**config.mk**
```make
export PLATFORM = sky130hd
export DESIGN_NAME = ptw_ctrl
export DESIGN_NICKNAME = d
export VERILOG_FILES = /design/src/hw/rtl/ptw_pkg.sv /design/src/hw/rtl/ptw_ctrl.sv
export SDC_FILE = /design/constraint.sdc
export NUM_CORES = 1
export LEC_CHECK = 0
export BUFFER_PORTS_ARGS = -buffer_cell sky130_fd_sc_hd__buf_4
export CAP_MARGIN = 20
export CORE_AREA = 2 2 39 41
export CTS_CLUSTER_SIZE = 40
export DETAILED_ROUTE_END_ITERATION = 12
export DIE_AREA = 0 0 41 43
export PLACE_DENSITY_LB_ADDON = 0.1
export SYNTH_ARGS = -nofsm -noshare
export SYNTH_HDL_FRONTEND = slang
export SYNTH_SLANG_ARGS = --single-unit
```
**constraint.sdc**
```tcl
create_clock -name clock -period 2.3 [get_ports clock]
set_input_delay 0.23 -clock clock [delete_from_list [all_inputs] [get_ports clock]]
set_output_delay 0.23 -clock clock [all_outputs]
set_load 0.02 [all_outputs]
```
**src/hw/rtl/ptw_pkg.sv**
```systemverilog
// Shared types and constants for the page table walker.
package ptw_pkg;

   localparam int INDEX_BITS = 9;
   localparam int VA_W       = 57;
   localparam int PA_W       = 52;
   localparam int ENTRY_W    = 64;
   localparam int FRAME_W    = 40;
   localparam int LEVEL_W    = 3;
   localparam int CSR_IDX_W  = 1;
   localparam int CSR_DATA_W = 40;
   localparam int REQ_DATA_W = 176;
   localparam int RSP_DATA_W = 88;
   localparam int LEAF_PAGE_W = 6;

   localparam logic [1:0] OP_MAP   = 2'd0;
   localparam logic [1:0] OP_UNMAP = 2'd1;

   localparam logic [CSR_IDX_W-1:0] REG_PAGING_LEVELS   = 1'd0;
   localparam logic [CSR_IDX_W-1:0] REG_POOL_BASE_FRAME = 1'd1;

   localparam logic [LEVEL_W-1:0] LEVEL_ONE  = 3'd1;
   localparam logic [LEVEL_W-1:0] LEVEL_TWO  = 3'd2;
   localparam logic [LEVEL_W-1:0] LEVEL_FOUR = 3'd4;
   localparam logic [LEVEL_W-1:0] LEVEL_FIVE = 3'd5;

   localparam int BIT_P  = 0;
   localparam int BIT_RW = 1;
   localparam int BIT_PS = 7;
   localparam int BIT_G  = 8;
   localparam int BIT_NX = 63;

   typedef enum logic [2:0] {
      ST_CLEAR, ST_IDLE, ST_READ, ST_EVAL
   } state_type;

   typedef enum logic [1:0] {
      WS_ZERO, WS_TABLE, WS_LEAF, WS_CLRP
   } wsel_type;

   typedef enum logic [1:0] {
      STS_OK, STS_NOT_MAPPED, STS_EXHAUSTED, STS_OUTSIDE
   } status_type;

   typedef enum logic [1:0] {
      SZ_NONE, SZ_4K, SZ_2M
   } size_type;

   // Commands from the controller
   typedef struct packed {
      logic       clear;
      logic       load;
      logic       rd;
      logic       wr;
      wsel_type   wsel;
      logic       step_down;
      logic       use_new;
      logic       alloc;
      logic       finish;
      status_type st;
      logic       leaf_large;
      size_type   size;
   } cmd_type;

   // Status towards the controller
   typedef struct packed {
      logic                clear_done;
      logic                present;
      logic                ps_entry;
      logic                table_ok;
      logic                new_ok;
      logic                pool_full;
      logic                is_map;
      logic                is_unmap;
      logic                fl_ps;
      logic [LEVEL_W-1:0]  level;
      logic                out_free;
   } sts_type;

endpackage

```
**src/hw/rtl/ptw_ctrl.sv**
```systemverilog
// Walk sequencer: clearing pass, per-level read and evaluate steps.
module ptw_ctrl (
   input  logic              clock,
   input  logic              reset,
   input  logic              req_tvalid,
   output logic              req_tready,
   input  ptw_pkg::sts_type  sts,
   output ptw_pkg::cmd_type  cmd
);

   ptw_pkg::state_type state_ff, state_in;

   // State register
   always_ff @(posedge clock) begin
      if (reset) begin
         state_ff <= ptw_pkg::ST_CLEAR;
      end else begin
         state_ff <= state_in;
      end
   end

   // Next state and commands
   always_comb begin
      state_in   = state_ff;
      cmd        = '0;
      cmd.wsel   = ptw_pkg::WS_ZERO;
      cmd.st     = ptw_pkg::STS_OK;
      cmd.size   = ptw_pkg::SZ_NONE;
      req_tready = 1'b0;
      case (state_ff)
         ptw_pkg::ST_CLEAR: begin
            cmd.clear = 1'b1;
            cmd.wr    = 1'b1;
            if (sts.clear_done) state_in = ptw_pkg::ST_IDLE;
         end
         ptw_pkg::ST_IDLE: begin
            req_tready = 1'b1;
            if (req_tvalid) begin
               cmd.load = 1'b1;
               state_in = ptw_pkg::ST_READ;
            end
         end
         ptw_pkg::ST_READ: begin
            cmd.rd   = 1'b1;
            state_in = ptw_pkg::ST_EVAL;
         end
         ptw_pkg::ST_EVAL: begin
            // hold until the result register can take a transfer
            if (sts.out_free) begin
               if (sts.level == ptw_pkg::LEVEL_ONE) begin
                  cmd.finish = 1'b1;
                  if (sts.is_map) begin
                     cmd.wr   = 1'b1;
                     cmd.wsel = ptw_pkg::WS_LEAF;
                  end else if (sts.is_unmap) begin
                     cmd.wr   = 1'b1;
                     cmd.wsel = ptw_pkg::WS_CLRP;
                     cmd.size = ptw_pkg::SZ_4K;
                  end
                  state_in = ptw_pkg::ST_IDLE;
               end else if (sts.level == ptw_pkg::LEVEL_TWO && sts.is_map && sts.fl_ps) begin
                  cmd.finish     = 1'b1;
                  cmd.leaf_large = 1'b1;
                  cmd.wr         = 1'b1;
                  cmd.wsel       = ptw_pkg::WS_LEAF;
                  state_in       = ptw_pkg::ST_IDLE;
               end else if (sts.level == ptw_pkg::LEVEL_TWO && !sts.is_map && sts.ps_entry) begin
                  cmd.finish     = 1'b1;
                  cmd.leaf_large = 1'b1;
                  if (sts.is_unmap) begin
                     cmd.wr   = 1'b1;
                     cmd.wsel = ptw_pkg::WS_CLRP;
                     cmd.size = ptw_pkg::SZ_2M;
                  end
                  state_in = ptw_pkg::ST_IDLE;
               end else if (!sts.present) begin
                  // missing table: create on map if the pool has room, fail otherwise
                  if (!sts.is_map) begin
                     cmd.finish = 1'b1;
                     cmd.st     = ptw_pkg::STS_NOT_MAPPED;
                     state_in   = ptw_pkg::ST_IDLE;
                  end else if (sts.pool_full) begin
                     cmd.finish = 1'b1;
                     cmd.st     = ptw_pkg::STS_EXHAUSTED;
                     state_in   = ptw_pkg::ST_IDLE;
                  end else begin
                     cmd.wr    = 1'b1;
                     cmd.wsel  = ptw_pkg::WS_TABLE;
                     cmd.alloc = 1'b1;
                     // flag address bits may push the new pointer out of the pool
                     if (sts.new_ok) begin
                        cmd.step_down = 1'b1;
                        cmd.use_new   = 1'b1;
                        state_in      = ptw_pkg::ST_READ;
                     end else begin
                        cmd.finish = 1'b1;
                        cmd.st     = ptw_pkg::STS_OUTSIDE;
                        state_in   = ptw_pkg::ST_IDLE;
                     end
                  end
               end else if (!sts.table_ok) begin
                  cmd.finish = 1'b1;
                  cmd.st     = ptw_pkg::STS_OUTSIDE;
                  state_in   = ptw_pkg::ST_IDLE;
               end else begin
                  cmd.step_down = 1'b1;
                  state_in      = ptw_pkg::ST_READ;
               end
            end
         end
         default: state_in = ptw_pkg::ST_IDLE;
      endcase
   end

`ifndef ASSERT_OFF
   a_finish_free: assert property (@(posedge clock) disable iff (reset)
      cmd.finish |-> sts.out_free) else $error("result produced while output busy");
   a_alloc_room: assert property (@(posedge clock) disable iff (reset)
      cmd.alloc |-> !sts.pool_full) else $error("page taken from an exhausted pool");
   a_read_eval: assert property (@(posedge clock) disable iff (reset)
      cmd.rd |=> state_ff == ptw_pkg::ST_EVAL) else $error("read not followed by evaluate");
   a_load_idle: assert property (@(posedge clock) disable iff (reset)
      cmd.load |-> $past(sts.clear_done) || state_ff == ptw_pkg::ST_IDLE)
      else $error("request taken outside idle");
`endif

endmodule

```
==> results.md <==
* Initial DRC Count at 7
* Final hold violations at 0
* #FFs+latches synth at 2
* IO buf count at 31
* Highest routed layer: met3
* Worst-path clk slew at about 30 ps
* WL/cell at 11.93 um
* Sink Count at 2
* Ports at 32
* Die Width at 41 um
* Vias at 572
* Arrival time worst endpoint at 1930 ps
* Fin crit share at around 94%
* Most common cell in the netlist: nor2_1
* Share of flip-flops with an asynchronous set or reset at 0%
* Family with the most delay on the worst path: simple AND/OR/NAND/NOR gates
* Yosys cell types at 29
* Largest net degree at the start of global routing at 10
* Reg with most FFs: state_ff
* Hold_buf cts at 0
* Final ANT Viol Nets at 0
* Initial antenna violation count at 0
* Post-cts gate resize count at 0
* DP Cell Count at between 100 and 150
* Die Height at 43 um
* Gr ovfl total at 0
* Worst Max-Slew Pin Slew at between 400 and 500 ps
* Global-route wire length before repair at 1966 um
* Post-route minimum period at 2157 ps
* Crit Path Max Fanout at 5
* Syn Area/Cell at just under 8 um2
* HPWL after detailed placement at 1053 um
* Worst setup EP type: output pin
* Area contributors post-synth: ha_1, dfxtp_1, nor2_1
* Post-synth EDFFs at 0
* Outcome: completed
* Critical path type: reg2out
* WL met2 at 616 um
* TritonCTS clock tree: built
* Largest stage delay, worst path at 400 ps
* Global placer's final weighted congestion at 0.7049
* Nets at 114
* Initial Utilization at 32.46%
* Die area at 0.001763 mm2
* DRC viols at 0
* Register area share after synthesis at ~9%
* Pre-antenna DRT Iters at 4
* Peak Freq at around 460 MHz
* Pwr Density at roughly 710 mW/mm2
* Synthesized area at 449.2 um2
* GRT Total Usage at 15.22%
* Largest register FFs at 2
* Post-synth top cells: nor2_1, a21oi_1, inv_1
* Mapped Cells at 58
* Vias in the first global route at just under 500
* Leakage at ~0.36 nW
* Cell-by-cell trace of the critical path: ha_2, nand2_1, or2_4, a2111oi_2, or3_1, buf_4
* Top flop regs: state_ff: 2 flops
* Crit path buf inv count at 1
* Cell Rows at 14
* Drt via density at 5.296
* H-tree Lvls at 1
* Layout cell share with drive strength beyond 1 at ~50%
* Critical Path Slowest Stage Cell: dfxtp_1
* Total power at 0.0005164 W
* Syn nets at between 70 and 80
* Fin Setup TNS at 0 ps
* Clock buffer depth at 2
* RSZ-0062 raised after global routing: false
* Layout Utilization at 52.53%
* Hold WS at 179.6 ps
* Worst setup SP type: register
* Core area at 0.001384 mm2
* Met1 WL at 552 um
* Worst endpoint required time at approximately 2100 ps
* Main flop type after synthesis: dfxtp_1
* Slew HR at between 60% and 70%
* Max IR drop VDD at 0.0004363 V
* N_diodes at 0
* Synth warn at 0
* Hold Crit Class: in2reg
* Slew Viols, Final at 0
* Clock skew at 0.004316 ps
* Post-Layout Cell Count at 108
* Top cell type's share of synthesized area at 11.14%
* Setup Buffers After CTS at 0
* Worst skew pair latency at 220 ps
* Layout area overhead at 61.84%
* Final WL at 1288 um
* Yosys top cell by area: ha_1
* Clk root buf: clkbuf_4
* Met3 wire length at 119 um
* Cts bufs inserted at 3
* Final setup violation count at 0
* Max-cap violation count at 0
routing by layer:
layer,vias up,GRT usage (%)
met5,-,0
met4,0,2.000
met3,0,2.094
met2,25,23.75
met1,265,21.97
li1,282,-
where the power goes:
group          switching, W  internal, W
logic              0.000198     0.000173
registers         0.0000201    0.0000501
clock network     0.0000173    0.0000574
total              0.000236     0.000281
placed cells by master (no fill, tap or decap):
cell,count
buf_4,31
nor2_1,10
inv_1,6
a21oi_1,6
nand2_1,4
ha_1,3
clkbuf_4,3
or2b_1,2
or3_1,2
mux2_2,2
dfxtp_1,2
nor3b_4,1
nor3b_2,1
nor3_1,1
a211oi_2,1
mux2_4,1
or2_4,1
and3_1,1
a2111oi_2,1
o211a_1,1
nand4bb_1,1
a221oi_2,1
o21ai_0,1
nor2b_1,1
nand4b_1,1
and4bb_2,1
a221o_2,1
and2_1,1
nand3_1,1
a222oi_1,1
a311oi_1,1
ha_2,1
cell families after synthesis:
| logic type | count (synthesis) | synth area share [%] |
|---|---|---|
| compound gates | 14 | 26.18 |
| fa+ha+maj | 4 | 11.14 |
| buf+inv | 6 | 5.014 |
| flops | 2 | 8.914 |
| mux | 3 | 8.355 |
| simple gates | 29 | 40.39 |
final timing paths:
path,start,to,slack [ps],cells after the start
worst max register to register,state_ff[0]$_SDFFE_PP0P_,state_ff[0]$_SDFFE_PP0P_,470,5
worst min-delay path,reset,state_ff[0]$_SDFFE_PP0P_,180,2
worst max-delay path,state_ff[0]$_SDFFE_PP0P_,cmd[9],140,6
worst min register to register,state_ff[0]$_SDFFE_PP0P_,state_ff[0]$_SDFFE_PP0P_,530,2
per-stage QoR:
stage	area, um2	setup slack (ps)
detailed placement	701.9	339.1
CTS	724.4	104.5
global route	726.9	2.451
finish	726.9	143.3
global placement	701.9	433.4
floorplan	449.2	187.8
layout make-up:
| class | instances | area (um2) |
|---|---|---|
| tap | 16 | 20.02 |
| clock buffer | 3 | 22.52 |
| timing repair buffer | 31 | 232.7 |
| fill | 156 | 656.9 |
| inverter | 6 | 22.52 |
| multi-input combinational | 50 | 389.1 |
| sequential | 2 | 40.04 |
(Power assumes the default switching activity.)
